File: config.mk
export PLATFORM = sky130hd
export DESIGN_NAME = gaze_point_blink_filter_flat
export DESIGN_NICKNAME = d
export VERILOG_FILES = /design/src/rtl/core/gpbf_pkg.sv /design/src/rtl/core/gpbf_ifs.sv /design/src/rtl/core/gaze_point_blink_filter.sv /design/src/rtl/core/gpbf_scale.sv /design/src/rtl/core/gpbf_track.sv /design/src/flat_wrapper.sv
export SDC_FILE = /design/constraint.sdc
export NUM_CORES = 1
export LEC_CHECK = 0
export BUFFER_PORTS_ARGS = -buffer_cell sky130_fd_sc_hd__buf_2
export CELL_PAD_IN_SITES_DETAIL_PLACEMENT = 1
export CELL_PAD_IN_SITES_GLOBAL_PLACEMENT = 2
export CORE_MARGIN = 2
export CORE_UTILIZATION = 38
export DETAILED_ROUTE_END_ITERATION = 16
export PLACE_DENSITY_LB_ADDON = 0.05
export SYNTH_ARGS = -nofsm -noshare
export SYNTH_HDL_FRONTEND = slang
export SYNTH_SLANG_ARGS = --single-unit
File: constraint.sdc
create_clock -name clk -period 7.7 [get_ports clk]
set_input_delay 0 -clock clk [delete_from_list [all_inputs] [get_ports clk]]
set_output_delay 0 -clock clk [all_outputs]
set_load 0.01 [all_outputs]
File: src/rtl/core/gpbf_pkg.sv
// Types and constants of the gaze point blink filter
`timescale 1ns / 1ps
`default_nettype none

package gpbf_pkg;

  localparam int FRAC_W     = 16;
  localparam int PIX_W      = 13;
  localparam int SIZE_W     = 14;
  localparam int DZ_W       = 8;
  localparam int JL_W       = 13;
  localparam int CNT_W      = 8;
  localparam int CFG_IDX_W  = 3;
  localparam int CFG_DATA_W = 14;
  localparam int PROD_W     = FRAC_W + SIZE_W;
  localparam int SUM_W      = PIX_W + 2;

  typedef logic [FRAC_W-1:0]     frac_t;
  typedef logic [PIX_W-1:0]      pix_t;
  typedef logic [SIZE_W-1:0]     size_t;
  typedef logic [DZ_W-1:0]       dz_t;
  typedef logic [JL_W-1:0]       jl_t;
  typedef logic [CNT_W-1:0]      cnt_t;
  typedef logic [CFG_IDX_W-1:0]  cfg_idx_t;
  typedef logic [CFG_DATA_W-1:0] cfg_data_t;

  // register indexes
  localparam cfg_idx_t REG_SCREEN_WIDTH  = 3'd0;
  localparam cfg_idx_t REG_SCREEN_HEIGHT = 3'd1;
  localparam cfg_idx_t REG_DEAD_ZONE     = 3'd2;
  localparam cfg_idx_t REG_JUMP_LIMIT    = 3'd3;
  localparam cfg_idx_t REG_BLINK_HOLD    = 3'd4;

  localparam size_t RST_SCREEN_WIDTH  = 14'd1920;
  localparam size_t RST_SCREEN_HEIGHT = 14'd1080;
  localparam dz_t   RST_DEAD_ZONE     = 8'd4;
  localparam jl_t   RST_JUMP_LIMIT    = 13'd50;
  localparam cnt_t  RST_BLINK_HOLD    = 8'd10;

  // last position after reset: half of the reset screen size
  localparam pix_t RST_LAST_X = PIX_W'(RST_SCREEN_WIDTH / 2);
  localparam pix_t RST_LAST_Y = PIX_W'(RST_SCREEN_HEIGHT / 2);

  localparam pix_t PIX_MAX = {PIX_W{1'b1}};
  localparam cnt_t CNT_MAX = {CNT_W{1'b1}};

  typedef struct packed {
    size_t screen_width;
    size_t screen_height;
    dz_t   dead_zone;
    jl_t   jump_limit;
    cnt_t  blink_hold;
  } cfg_t;

  typedef struct packed {
    logic sample_valid;
    pix_t x;
    pix_t y;
  } pix_beat_t;

endpackage

`default_nettype wire

File: src/rtl/core/gpbf_ifs.sv
// Channel interfaces of the gaze point blink filter
`timescale 1ns / 1ps
`default_nettype none

interface gpbf_in_if;
  logic            valid;
  logic            ready;
  logic            sample_valid;
  gpbf_pkg::frac_t gaze_x_frac;
  gpbf_pkg::frac_t gaze_y_frac;

  modport source (output valid, sample_valid, gaze_x_frac, gaze_y_frac, input ready);
  modport sink (input valid, sample_valid, gaze_x_frac, gaze_y_frac, output ready);
endinterface

interface gpbf_out_if;
  logic           valid;
  logic           ready;
  gpbf_pkg::pix_t point_x;
  gpbf_pkg::pix_t point_y;

  modport source (output valid, point_x, point_y, input ready);
  modport sink (input valid, point_x, point_y, output ready);
endinterface

interface gpbf_cfg_if;
  logic                valid;
  logic                ready;
  gpbf_pkg::cfg_idx_t  index;
  gpbf_pkg::cfg_data_t data;

  modport source (output valid, index, data, input ready);
  modport sink (input valid, index, data, output ready);
endinterface

`default_nettype wire

File: src/rtl/core/gaze_point_blink_filter.sv
// A sample beat passes the input register, the scaling multiplier register and
// the result register. Throughput: one sample beat per cycle while out_bus ready
// does not hold the pipe; each of these registers holds one beat.
// Reset (synchronous, active low): registers take their reset values, the last
// position goes to the screen center (960, 540), blink state clears, pipe empties.
// Configuration writes take effect on the next cycle; cfg ready is always high.
`timescale 1ns / 1ps
`default_nettype none

module gaze_point_blink_filter #(
  parameter int FRAC_BITS = 16
) (
  input  logic              clk,
  input  logic              rst_n,
  gpbf_in_if.sink           in_bus,
  gpbf_out_if.source        out_bus,
  gpbf_cfg_if.sink          cfg_bus
);
  import gpbf_pkg::*;

  cfg_t      cfg_r;
  logic      sc_valid;
  logic      sc_ready;
  pix_beat_t sc_beat;

  assign cfg_bus.ready = 1'b1;

  always_ff @(posedge clk) begin
    if (!rst_n) begin
      cfg_r.screen_width  <= RST_SCREEN_WIDTH;
      cfg_r.screen_height <= RST_SCREEN_HEIGHT;
      cfg_r.dead_zone     <= RST_DEAD_ZONE;
      cfg_r.jump_limit    <= RST_JUMP_LIMIT;
      cfg_r.blink_hold    <= RST_BLINK_HOLD;
    end else if (cfg_bus.valid) begin
      unique case (cfg_bus.index)
        REG_SCREEN_WIDTH:  cfg_r.screen_width  <= cfg_bus.data[SIZE_W-1:0];
        REG_SCREEN_HEIGHT: cfg_r.screen_height <= cfg_bus.data[SIZE_W-1:0];
        REG_DEAD_ZONE:     cfg_r.dead_zone     <= cfg_bus.data[DZ_W-1:0];
        REG_JUMP_LIMIT:    cfg_r.jump_limit    <= cfg_bus.data[JL_W-1:0];
        REG_BLINK_HOLD:    cfg_r.blink_hold    <= cfg_bus.data[CNT_W-1:0];
        default: begin
        end
      endcase
    end
  end

  gpbf_scale #(
    .FRAC_BITS (FRAC_BITS)
  ) u_scale (
    .clk            (clk),
    .rst_n          (rst_n),
    .s_valid        (in_bus.valid),
    .s_ready        (in_bus.ready),
    .s_sample_valid (in_bus.sample_valid),
    .s_x_frac       (in_bus.gaze_x_frac),
    .s_y_frac       (in_bus.gaze_y_frac),
    .screen_width   (cfg_r.screen_width),
    .screen_height  (cfg_r.screen_height),
    .m_valid        (sc_valid),
    .m_ready        (sc_ready),
    .m_beat         (sc_beat)
  );

  gpbf_track u_track (
    .clk       (clk),
    .rst_n     (rst_n),
    .s_valid   (sc_valid),
    .s_ready   (sc_ready),
    .s_beat    (sc_beat),
    .cfg       (cfg_r),
    .m_valid   (out_bus.valid),
    .m_ready   (out_bus.ready),
    .m_point_x (out_bus.point_x),
    .m_point_y (out_bus.point_y)
  );

endmodule

`default_nettype wire

File: src/rtl/core/gpbf_scale.sv
// Input register and fraction-to-pixel scaling stage
`timescale 1ns / 1ps
`default_nettype none

module gpbf_scale #(
  parameter int FRAC_BITS = 16
) (
  input  logic                clk,
  input  logic                rst_n,
  input  logic                s_valid,
  output logic                s_ready,
  input  logic                s_sample_valid,
  input  gpbf_pkg::frac_t     s_x_frac,
  input  gpbf_pkg::frac_t     s_y_frac,
  input  gpbf_pkg::size_t     screen_width,
  input  gpbf_pkg::size_t     screen_height,
  output logic                m_valid,
  input  logic                m_ready,
  output gpbf_pkg::pix_beat_t m_beat
);
  import gpbf_pkg::*;

  logic      a_valid_r;
  logic      a_sv_r;
  frac_t     a_x_r;
  frac_t     a_y_r;
  logic      b_valid_r;
  pix_beat_t b_beat_r;
  pix_beat_t b_beat_nxt;
  logic      b_load;

  function automatic pix_t scale_pix(frac_t frac, size_t size);
    logic [PROD_W-1:0] prod;
    logic [PROD_W-1:0] shifted;
    prod    = PROD_W'(frac) * PROD_W'(size);
    shifted = prod >> FRAC_BITS;
    return (|shifted[PROD_W-1:PIX_W]) ? PIX_MAX : shifted[PIX_W-1:0];
  endfunction

  assign b_load  = !b_valid_r || m_ready;
  assign s_ready = !a_valid_r || b_load;

  always_comb begin
    b_beat_nxt.sample_valid = a_sv_r;
    b_beat_nxt.x            = scale_pix(a_x_r, screen_width);
    b_beat_nxt.y            = scale_pix(a_y_r, screen_height);
  end

  always_ff @(posedge clk) begin
    if (!rst_n) begin
      a_valid_r <= 1'b0;
      b_valid_r <= 1'b0;
    end else begin
      if (s_ready) begin
        a_valid_r <= s_valid;
      end
      if (b_load) begin
        b_valid_r <= a_valid_r;
      end
    end
  end

  always_ff @(posedge clk) begin
    if (s_valid && s_ready) begin
      a_sv_r <= s_sample_valid;
      a_x_r  <= s_x_frac;
      a_y_r  <= s_y_frac;
    end
    if (a_valid_r && b_load) begin
      b_beat_r <= b_beat_nxt;
    end
  end

  assign m_valid = b_valid_r;
  assign m_beat  = b_beat_r;

endmodule

`default_nettype wire

File: src/rtl/core/gpbf_track.sv
// Blink tracking, dead zone, smoothing and result register
`timescale 1ns / 1ps
`default_nettype none

module gpbf_track (
  input  logic                clk,
  input  logic                rst_n,
  input  logic                s_valid,
  output logic                s_ready,
  input  gpbf_pkg::pix_beat_t s_beat,
  input  gpbf_pkg::cfg_t      cfg,
  output logic                m_valid,
  input  logic                m_ready,
  output gpbf_pkg::pix_t      m_point_x,
  output gpbf_pkg::pix_t      m_point_y
);
  import gpbf_pkg::*;

  pix_t  last_x_r, last_x_nxt;
  pix_t  last_y_r, last_y_nxt;
  logic  blink_r, blink_nxt;
  cnt_t  cnt_r, cnt_nxt;
  logic  out_valid_r;
  pix_t  out_x_r, out_y_r;

  logic  blink1;
  cnt_t  cnt1;
  pix_t  dx, dy;
  logic  still;
  logic  jump;
  logic  emit;
  logic  out_free;
  logic  take;
  logic [SUM_W-1:0] sum_x, sum_y;

  always_comb begin
    // blink timer advances first
    blink1 = blink_r;
    cnt1   = cnt_r;
    if (blink_r) begin
      if (cnt_r != CNT_MAX) begin
        cnt1 = cnt_r + 1'b1;
      end
      if (cnt1 > cfg.blink_hold) begin
        blink1 = 1'b0;
      end
    end

    dx    = (last_x_r > s_beat.x) ? last_x_r - s_beat.x : s_beat.x - last_x_r;
    dy    = (last_y_r > s_beat.y) ? last_y_r - s_beat.y : s_beat.y - last_y_r;
    still = (dx < PIX_W'(cfg.dead_zone)) && (dy < PIX_W'(cfg.dead_zone));
    jump  = !blink1 && (dy > cfg.jump_limit);

    blink_nxt  = blink1;
    cnt_nxt    = cnt1;
    last_x_nxt = last_x_r;
    last_y_nxt = last_y_r;
    emit       = 1'b0;
    if (!s_beat.sample_valid) begin
      // invalid sample starts a blink if none is running
      blink_nxt = 1'b1;
      cnt_nxt   = blink1 ? cnt1 : '0;
    end else if (!still) begin
      blink_nxt  = blink1 || jump;
      cnt_nxt    = jump ? '0 : cnt1;
      emit       = !(blink1 || jump);
      last_x_nxt = s_beat.x;
      last_y_nxt = s_beat.y;
    end

    sum_x = SUM_W'(last_x_r) + SUM_W'(s_beat.x) + {1'b0, s_beat.x, 1'b0};
    sum_y = SUM_W'(last_y_r) + SUM_W'(s_beat.y) + {1'b0, s_beat.y, 1'b0};
  end

  assign out_free = !out_valid_r || m_ready;
  assign s_ready  = !emit || out_free;
  assign take     = s_valid && s_ready;

  always_ff @(posedge clk) begin
    if (!rst_n) begin
      last_x_r    <= RST_LAST_X;
      last_y_r    <= RST_LAST_Y;
      blink_r     <= 1'b0;
      cnt_r       <= '0;
      out_valid_r <= 1'b0;
    end else begin
      if (take) begin
        last_x_r <= last_x_nxt;
        last_y_r <= last_y_nxt;
        blink_r  <= blink_nxt;
        cnt_r    <= cnt_nxt;
      end
      if (out_free) begin
        out_valid_r <= take && emit;
      end
    end
  end

  always_ff @(posedge clk) begin
    if (take && emit) begin
      out_x_r <= sum_x[SUM_W-1:2];
      out_y_r <= sum_y[SUM_W-1:2];
    end
  end

  assign m_valid   = out_valid_r;
  assign m_point_x = out_x_r;
  assign m_point_y = out_y_r;

endmodule

`default_nettype wire

File: src/flat_wrapper.sv
// flat-port wrapper written by rule: the top's interface ports become plain ports
module gaze_point_blink_filter_flat import gpbf_pkg::*;
#(
  parameter int FRAC_BITS = 16
)
  (clk, rst_n, in_bus_valid, in_bus_sample_valid, in_bus_gaze_x_frac, in_bus_gaze_y_frac, in_bus_ready, out_bus_valid, out_bus_point_x, out_bus_point_y, out_bus_ready, cfg_bus_valid, cfg_bus_index, cfg_bus_data, cfg_bus_ready);
  gpbf_in_if in_bus_i ();
  gpbf_out_if out_bus_i ();
  gpbf_cfg_if cfg_bus_i ();
  input  logic clk;
  input  logic rst_n;
  input wire logic [$bits(in_bus_i.valid)-1:0] in_bus_valid;
  input wire logic [$bits(in_bus_i.sample_valid)-1:0] in_bus_sample_valid;
  input wire logic [$bits(in_bus_i.gaze_x_frac)-1:0] in_bus_gaze_x_frac;
  input wire logic [$bits(in_bus_i.gaze_y_frac)-1:0] in_bus_gaze_y_frac;
  output wire logic [$bits(in_bus_i.ready)-1:0] in_bus_ready;
  output wire logic [$bits(out_bus_i.valid)-1:0] out_bus_valid;
  output wire logic [$bits(out_bus_i.point_x)-1:0] out_bus_point_x;
  output wire logic [$bits(out_bus_i.point_y)-1:0] out_bus_point_y;
  input wire logic [$bits(out_bus_i.ready)-1:0] out_bus_ready;
  input wire logic [$bits(cfg_bus_i.valid)-1:0] cfg_bus_valid;
  input wire logic [$bits(cfg_bus_i.index)-1:0] cfg_bus_index;
  input wire logic [$bits(cfg_bus_i.data)-1:0] cfg_bus_data;
  output wire logic [$bits(cfg_bus_i.ready)-1:0] cfg_bus_ready;
  assign in_bus_i.valid = in_bus_valid;
  assign in_bus_i.sample_valid = in_bus_sample_valid;
  assign in_bus_i.gaze_x_frac = in_bus_gaze_x_frac;
  assign in_bus_i.gaze_y_frac = in_bus_gaze_y_frac;
  assign in_bus_ready = in_bus_i.ready;
  assign out_bus_valid = out_bus_i.valid;
  assign out_bus_point_x = out_bus_i.point_x;
  assign out_bus_point_y = out_bus_i.point_y;
  assign out_bus_i.ready = out_bus_ready;
  assign cfg_bus_i.valid = cfg_bus_valid;
  assign cfg_bus_i.index = cfg_bus_index;
  assign cfg_bus_i.data = cfg_bus_data;
  assign cfg_bus_ready = cfg_bus_i.ready;
  gaze_point_blink_filter #(.FRAC_BITS(FRAC_BITS)) u_core (.clk(clk), .rst_n(rst_n), .in_bus(in_bus_i), .out_bus(out_bus_i), .cfg_bus(cfg_bus_i));
endmodule
==> insert_results.sql, run 1 <==
INSERT INTO impl_metrics (metric_group, metric, value, unit) VALUES
('outcome', 'status', 'completed', ''),
('hold_path', 'holdPathEnd', 'u_core.cfg_r[6]$_SDFFE_PN0P_', ''),
('grt', 'grt.total_usage', '22.5', '%'),
('synthesis', 'share_of_the_synthesized_area_in_compound_gates_ao_oa_aoi_oai', '9.55', '%'),
('synthesis', 'yosys.area_share.simple', '16.7', '%'),
('timing', 'fmax', '0.139', 'GHz'),
('placed_design', 'preCtsSetupSlack', '-138', 'ps'),
('cells_and_area', 'layout-area-overhead-vs-synth', '10.2', '%'),
('cells_and_area', 'post-route-cell-area', '0.0278', 'sq mm'),
('grt', 'first_pass_grt_wire_length', '119000', 'microns'),
('setup_path', 'rr_startpoint', 'u_core.u_scale.a_x_r[7]$_DFFE_PP_', ''),
('power', 'vdd.ir_drop.worst', '0.135', 'mV'),
('synthesis', 'avg_cell_area_syn', '9.21', 'sq um'),
('timing', 'layout_worst_path_cycle_share', '93.4', '%'),
('synthesis', 'yosys.area.top_type', 'fa_1', ''),
('timing', 'hold_viol', '0', ''),
('clock_tree', 'cts_max_path_buffers', '2', ''),
('synthesis', 'post-synth-top-count-cell', 'inv_1', ''),
('timing', 'report.final.setup_viol', '0', ''),
('placed_design', 'post_dp_cell_area', '0.0266', 'sq mm'),
('setup_path', 'critical_path.slowest_cell', 'fa_1', ''),
('clock_tree', 'clock-sinks', '181', ''),
('synthesis', 'synth_nets', '3444', ''),
('setup_path', 'classification_of_the_worst_setup_path', 'reg2reg', ''),
('timing', 'timing.setup.tns', '0', 'ps'),
('synthesis', 'synthCells', '2735', ''),
('drt', 'vias', '18647', ''),
('timing', 'worst_pin_slew', '1010', 'ps'),
('synthesis', 'post_synth_mux_area_share', '1.41', '%'),
('setup_path', 'worstPathMaxFanout', '11', ''),
('grt', 'grt_start_max_net_pins', '99', ''),
('synthesis', 'synth_xor_area_share', '2.40', '%'),
('power', 'power_per_cell_area', '269', 'mW/mm^2'),
('synthesis', 'netlist-cell-type-count', '90', ''),
('synthesis', 'synth_area', '0.0252', 'sq mm'),
('setup_path', 'required', '7910', 'ps'),
('synthesis', 'async_flop_share', '0', '%'),
('synthesis', 'post_synth_most_frequent_cells', 'inv_1, nand2_1, fa_1', ''),
('drt', 'vias_per_cell', '5.02', ''),
('timing', 'worst_slack', '510', 'ps'),
('setup_path', 'sort_of_element_at_the_start_of_the_critical_path', 'flip-flop', ''),
('clock_tree', 'cts-buffers-inserted', '17', ''),
('cells_and_area', 'fraction_of_layout_instances_using_a_drive_strength_above_1', '8.08', '%'),
('synthesis', 'ff_latch_count_synth', '181', ''),
('die', 'io-pin-count', '84', ''),
('synthesis', 'synth.yosys.seq_area_share', '17.8', '%'),
('clock_tree', 'worst_setup_hold_path_clk_slew', '80', 'ps'),
('timing', 'period_minus_slack', '7190', 'ps'),
('synthesis', 'synth_top_cells_by_area', 'fa_1, ha_1, edfxtp_1', ''),
('die', 'die_height', '261', 'microns'),
('drt', 'totalWireLength', '73200', 'microns'),
('die', 'design.die.area', '0.0684', 'sq mm'),
('die', 'initial_utilization', '38.3', '%'),
('timing', 'slew_headroom', '32.3', '%'),
('cells_and_area', 'final_nets', '3544', ''),
('hold_path', 'hold_path_startpoint', 'cfg_bus_index[2]', ''),
('clock_tree', 'cts_tree', 'yes', ''),
('grt', 'antenna_violations_before_repair', '3', ''),
('timing', 'setup_repair_after_global_routing_missed_its_margin', 'false', ''),
('grt', 'via_count_of_the_first_global_routing_pass', '21018', ''),
('die', 'core_area', '0.0657', 'sq mm'),
('setup_path', 'critPathBufInv', '8', ''),
('drt', 'avgRoutedWirePerCell', '19.7', 'microns'),
('setup_path', 'worstReg2RegEnd', 'u_core.u_scale.m_beat[15]$_SDFFCE_PP1P_', ''),
('drt', 'count_of_unresolved_drc_violations_after_routing', '0', ''),
('synthesis', 'ys_flop_type', 'dfxtp_1', ''),
('hold_path', 'holdPathStages', '4', ''),
('setup_path', 'crit_family', 'adder cells', ''),
('drt', 'drt_first_pass_iters', '5', ''),
('cells_and_area', 'diodes', '0', ''),
('setup_path', 'signal_arrival_time_at_the_worst_endpoint', '7400', 'ps');
[report_power, final]
group / leakage (nW) / switching, mW / total, mW / internal, mW
clock: 0.267 / 0.468 / 0.893 / 0.425
combinational: 11.6 / 2.91 / 5.09 / 2.19
sequential: 1.58 / 0.185 / 1.47 / 1.29
[layout make-up]
class                      count  area (sq um)
tap                          864          1080
inverter                     479          1800
sequential                   181          4490
multi-input combinational   1966         18500
clock buffer                  19           433
timing repair buffer         190          1370
fill                        7563         38000
clock inverter                13           119
[stage by stage]
step	cells	utilization, %	total power [mW]
floorplan	2735	-	5.19
global placement	3614	40.4	6.44
detailed placement	3614	40.4	6.61
CTS	3699	42.0	7.58
global route	3712	42.2	8.35
finish	3712	42.2	7.46
[timing repair]
item,4_1_cts,5_1_grt
buffers inserted,4,13
resized for setup,2,6
hold buffers,49,0
endpoints found under the setup margin,11,11
hold endpoints to repair,92,0
[cell usage in the layout (no fill, tap or decap), types with 7 or more instances in the layout]
master         Yosys  layout
dlygate4sd3_1      0      49
edfxtp_1          86      86
nor2_1            56      55
inv_1            478     478
nand2b_1          17      17
nand3_1           27      27
o21bai_1           7       7
ha_1             296     296
nand4_1           16      16
nor2b_1           21      20
fa_1             358     358
a21oi_1           88      88
o211ai_1          21      21
a21o_1            23      23
dfxtp_1           95      89
and3_1             8       8
nand2_1          434     434
o21ai_0           56      56
buf_2              8      82
a21oi_2            8       8
buf_4              3      57
a21boi_0          51      50
mux2i_1           31      31
and2_1           228     228
xor2_1            24      24
nor3_1            19      19
a211oi_1          11      10
xnor2_1           45      44
o21a_1            14      14
clkbuf_16          0      17
[registers in the layout, indices dropped and copies added (netlist names)]
register	flops
u_core.u_track.m_point_x	13
u_core.u_track.last_y_r	13
u_core.u_scale.a_valid_r	1
u_core.u_scale.a_sv_r	1
u_core.u_scale.m_valid	1
u_core.u_track.cnt_r	8
u_core.u_scale.a_y_r	16
u_core.u_scale.a_x_r	16
u_core.cfg_r	57
u_core.u_scale.m_beat	27
u_core.u_track.last_x_r	13
u_core.u_track.m_valid	1
u_core.u_track.m_point_y	13
u_core.u_track.blink_r	1
[cell families after synthesis]
group / count (synthesis)
and+or+nand+nor: 863
AOI/OAI and AO/OA: 344
xor gates and xnor gates: 69
other: 1
buffers and inverters: 588
DFF: 181
muxes: 35
adders and majority gates: 654
[how the worst max path moves through the flow]
| stage | from | endpoint | cells after the start |
|---|---|---|---|
| 6_report | u_core.u_scale.a_x_r[7]$_DFFE_PP_ | u_core.u_scale.m_beat[15]$_SDFFCE_PP1P_ | 26 |
| 5_1_grt | u_core.u_scale.a_x_r[7]$_DFFE_PP_ | u_core.u_scale.m_beat[15]$_SDFFCE_PP1P_ | 25 |
| 4_1_cts | u_core.u_scale.a_x_r[7]$_DFFE_PP_ | u_core.u_scale.m_beat[15]$_SDFFCE_PP1P_ | 25 |
| 3_5_place_dp | u_core.cfg_r[51]$_SDFFE_PN1P_ | u_core.u_scale.m_beat[15]$_SDFFCE_PP1P_ | 22 |
| 3_3_place_gp | u_core.cfg_r[51]$_SDFFE_PN1P_ | u_core.u_scale.m_beat[15]$_SDFFCE_PP1P_ | 22 |
| 2_1_floorplan | u_core.u_scale.m_beat[10]$_SDFFCE_PP1P_ | u_core.u_scale.a_sv_r$_DFFE_PP_ | 22 |
[tightest hold or removal path, cell delays in order]
cell	delay, ps
buf_2	120
nand3_1	210
nand2_1	120
a21boi_0	70
[per-layer routing]
metal	vias up	track usage, %	part of all wire, %
met1	9560	32.0	50
met2	194	37.5	47
met3	38	2.84	2.5
met4	2	3.25	0.67
li1	8853	-	-
met5	-	0	0.011
No activity file was read; power rests on OpenSTA's default activity.
==> inputs of run 2 (changes only) <==
ABC_AREA = 1   (was unset)
CORE_ASPECT_RATIO = 0.8   (was unset)
CORE_UTILIZATION = 35   (was 38)
==> run 2 against run 1 <==
  * Final cell count increased by 24%
  * Wire length up 18%
  * Critical path depth is 7 lower
==> insert_results.sql, run 2 <==
INSERT INTO impl_metrics (metric_group, metric, value, unit) VALUES
('die', 'floorplan.rows', '90', ''),
('timing', 'fmax', '0.154', 'GHz'),
('cells_and_area', 'mostFrequentLayoutCell', 'nand2_1', ''),
('setup_path', 'worstReg2RegEnd', 'u_core.u_scale.m_beat[11]$_SDFFCE_PP1P_', ''),
('cells_and_area', 'final_core_util', '38.8', '%'),
('synthesis', 'avg_cell_area_syn', '7.64', 'sq um'),
('timing', 'setup_repair_after_global_routing_missed_its_margin', 'false', ''),
('synthesis', 'ff_latch_count_synth', '181', ''),
('timing', 'fin_skew', '23.0', 'ps'),
('synthesis', 'synth_top_cells_by_area', 'fa_1, ha_1, nand2_1', ''),
('outcome', 'status', 'completed', ''),
('drt', 'vias_per_cell', '4.80', ''),
('placed_design', 'gp_routability_congestion', '0.845', ''),
('synthesis', 'yosys.area.top_type', 'fa_1', ''),
('drt', 'avgRoutedWirePerCell', '18.7', 'microns'),
('cells_and_area', 'mostFrequentLayoutCells', 'nand2_1, inv_1, fa_1, ha_1, nor2_1', ''),
('setup_path', 'classification_of_the_worst_setup_path', 'reg2reg', ''),
('hold_path', 'holdPathEnd', 'u_core.u_scale.a_sv_r$_DFFE_PP_', ''),
('cells_and_area', 'fill_cells', '9349', ''),
('drt', 'drt_first_pass_iters', '5', ''),
('hold_path', 'holdPathStages', '2', ''),
('grt', 'via_count_of_the_first_global_routing_pass', '23986', ''),
('setup_path', 'signal_arrival_time_at_the_worst_endpoint', '6690', 'ps'),
('timing', 'timing.setup.tns', '0', 'ps'),
('setup_path', 'r2r.worst_path.cells', '19', ''),
('clock_tree', 'clock-sinks', '181', ''),
('setup_path', 'critical_path.slowest_cell', 'dfxtp_1', ''),
('cells_and_area', 'fraction_of_layout_instances_using_a_drive_strength_above_1', '5.35', '%'),
('clock_tree', 'root_buffer', 'clkbuf_16', ''),
('flow_run', 'max-cap-violations', '0', ''),
('synthesis', 'post-synth-top-count-cell', 'nand2_1', ''),
('setup_path', 'most_common_cell_type_on_the_critical_path', 'fa_1', ''),
('timing', 'layout_worst_path_cycle_share', '84.5', '%'),
('power', 'vdd.ir_drop.worst', '0.150', 'mV'),
('die', 'fp.dieW', '314', 'microns'),
('grt', 'first_pass_grt_wire_length', '137000', 'microns'),
('die', 'die_height', '252', 'microns'),
('setup_path', 'sort_of_element_at_the_start_of_the_critical_path', 'flip-flop', ''),
('clock_tree', 'worst_setup_hold_path_clk_slew', '80', 'ps'),
('placed_design', 'post_dp_cell_area', '0.0282', 'sq mm'),
('clock_tree', 'cts_tree', 'yes', ''),
('clock_tree', 'cts_max_path_buffers', '2', ''),
('synthesis', 'post_synth_most_frequent_cells', 'nand2_1, inv_1, fa_1', ''),
('timing', 'report.final.setup_viol', '0', ''),
('timing', 'period_minus_slack', '6510', 'ps'),
('timing', 'timing_max_transition_violations_final', '0', ''),
('clock_tree', 'htreeDepth', '4', ''),
('synthesis', 'synth_nets', '4220', ''),
('drt', 'vias', '22072', ''),
('synthesis', 'ys_flop_type', 'dfxtp_1', ''),
('clock_tree', 'clock_latency', '500', 'ps'),
('power', 'power.static_leakage', '16.4', 'nW'),
('grt', 'grt.total_usage', '22.5', '%'),
('die', 'design.die.area', '0.0789', 'sq mm'),
('drt', 'final_antenna_net_count', '0', ''),
('synthesis', 'synth_enable_flop_cells', '86', ''),
('setup_path', 'required', '7880', 'ps'),
('cells_and_area', 'diodes', '0', ''),
('cells_and_area', 'largest_register', 'u_core.cfg_r', ''),
('synthesis', 'async_flop_share', '0', '%'),
('die', 'initial_utilization', '35.4', '%'),
('grt', 'grt_start_max_net_pins', '73', ''),
('synthesis', 'synth.yosys.seq_area_share', '16.7', '%'),
('hold_path', 'worst_hold_path_type', 'in2reg', ''),
('setup_path', 'crit_path_cell_trace', 'nand2_1, fa_1, fa_1, inv_1, fa_1, fa_1, fa_1, inv_1, fa_1, inv_1, ha_1, nand2_1, o21ai_0, nand2_1, nand2_1, a221oi_1, nand2_1, xor2_1, nand3_1', ''),
('cells_and_area', 'regArea', '0.00448', 'sq mm'),
('die', 'io-pin-count', '84', ''),
('cells_and_area', 'largest_reg_flops', '57', ''),
('setup_path', 'worstPathMaxFanout', '17', ''),
('timing', 'hold_viol', '0', ''),
('setup_path', 'rr_startpoint', 'u_core.cfg_r[35]$_SDFFE_PN0P_', ''),
('placed_design', 'port_buffers', '82', ''),
('die', 'core_area', '0.0757', 'sq mm'),
('drt', 'count_of_unresolved_drc_violations_after_routing', '0', ''),
('synthesis', 'synth_area', '0.0268', 'sq mm'),
('synthesis', 'synthCells', '3511', ''),
('power', 'power_per_cell_area', '329', 'mW/mm^2'),
('cells_and_area', 'layout-area-overhead-vs-synth', '9.36', '%'),
('drt', 'detail_route.iter0.violations', '1019', ''),
('setup_path', 'cpPeakStageDelay', '900', 'ps'),
('timing', 'slew_headroom', '36.4', '%'),
('cells_and_area', 'post-route-cell-area', '0.0293', 'sq mm'),
('cells_and_area', 'multi_input_area', '0.0186', 'sq mm'),
('clock_tree', 'cts-buffers-inserted', '17', ''),
('grt', 'gr-total-overflow', '0', ''),
('timing', 'worst_pin_slew', '953', 'ps'),
('setup_path', 'r2r_setup_slack', '1190', 'ps'),
('cells_and_area', 'final_nets', '4287', ''),
('placed_design', 'detailedPlacementHpwl', '70500', 'microns'),
('setup_path', 'crit_end_element', 'flip-flop', ''),
('clock_tree', 'post_cts_resize_count', '0', ''),
('grt', 'antenna_violations_before_repair', '1', ''),
('synthesis', 'post-synth-top-area-fraction', '26.7', '%'),
('drt', 'totalWireLength', '86000', 'microns'),
('hold_path', 'hold_path_startpoint', 'in_bus_sample_valid', ''),
('synthesis', 'netlist-cell-type-count', '52', ''),
('synthesis', 'yosys_warnings', '0', '');
==> run 2: cell types whose count changed after synthesis, moves of 18 or more <==
cell      before  now
a21boi_0      51    2
a21o_1        23    5
a21oi_1       88  179
and2_1       228    1
inv_1        478  853
mux2i_1       31    1
nand2_1      434  913
nand3_1       27  108
nor2_1        56  180
nor2b_1       21    0
o21ai_0       56  119
xnor2_1       45   22
==> run 2: stage by stage <==
| stage | setup slack, ps | instances | hold WS [ps] | total power, mW |
|---|---|---|---|---|
| 2_1_floorplan | 1910 | 3511 | 98.9 | 6.50 |
| 3_3_place_gp | 1280 | 4514 | 177 | 8.60 |
| 3_5_place_dp | 1140 | 4514 | 178 | 8.74 |
| 4_1_cts | 1120 | 4603 | 167 | 9.77 |
| 5_1_grt | 659 | 4603 | 191 | 10.8 |
| 6_report | 1190 | 4603 | 213 | 9.64 |
==> run 2: layout make-up <==
class / instances / area share [%]
Sequential cell: 181 / 15.3
Multi-Input combinational cell: 2356 / 63.4
Timing Repair Buffer: 166 / 4.04
Tap cell: 1012 / 4.32
Clock inverter: 15 / 0.563
Inverter: 856 / 11.0
Clock buffer: 17 / 1.45
==> run 2: repair_timing <==
item                      CTS  global route
setup buffers               0             0
hold buffers               57             0
hold endpoints to repair  110             0
==> run 2: worst max-delay path, delay by kind of cell (launching register included) <==
kind            cells  cell delay (ps)
fa+ha+maj           7             3390
flops               1              900
xor+xnor            1              690
simple gates        6              670
compound gates      2              400
buf+inv             3              170
==> run 2: per-layer routing <==
| metal | up-vias | track usage, % | wire length, microns |
|---|---|---|---|
| met1 | 11023 | 34.3 | 45900 |
| met4 | 0 | 3.76 | 874 |
| met2 | 305 | 34.5 | 36300 |
| met5 | - | 0 | 0 |
| met3 | 51 | 2.49 | 2980 |
| li1 | 10693 | - | - |
==> run 2: cell families (layout without fill, tap and decap cells) <==
family / count (synthesis) / count (layout) / synth area share (%)
XOR/XNOR: 54 / 54 / 1.76
flip-flops: 181 / 181 / 16.7
AO/OA/AOI/OAI: 354 / 354 / 7.24
AND/OR/NAND/NOR: 1292 / 1292 / 19.7
buffers and inverters: 974 / 1054 / 14.0
other: 1 / 1 / 0.0140
multiplexers: 1 / 1 / 0.0373
adder cells (fa/ha/maj): 654 / 654 / 40.5
==> run 2: worst max path at each step <==
stage / startpoint / end / slack, ps / cells after the start
2_1_floorplan: u_core.cfg_r[34]$_SDFFE_PN1P_ / u_core.u_scale.m_beat[0]$_SDFFCE_PP1P_ / 1910 / 22
3_3_place_gp: u_core.u_scale.a_y_r[8]$_DFFE_PP_ / u_core.u_scale.m_beat[10]$_SDFFCE_PP1P_ / 1280 / 19
3_5_place_dp: u_core.cfg_r[35]$_SDFFE_PN0P_ / u_core.u_scale.m_beat[11]$_SDFFCE_PP1P_ / 1140 / 19
4_1_cts: u_core.cfg_r[35]$_SDFFE_PN0P_ / u_core.u_scale.m_beat[11]$_SDFFCE_PP1P_ / 1120 / 19
5_1_grt: u_core.cfg_r[34]$_SDFFE_PN1P_ / u_core.u_scale.m_beat[0]$_SDFFCE_PP1P_ / 660 / 19
6_report: u_core.cfg_r[35]$_SDFFE_PN0P_ / u_core.u_scale.m_beat[11]$_SDFFCE_PP1P_ / 1190 / 19
==> run 2: where the power goes <==
part / internal (mW) / switching, mW / leakage, nW
Sequential: 1.34 / 0.261 / 1.59
Combinational: 2.62 / 4.49 / 14.6
Clock: 0.460 / 0.473 / 0.281
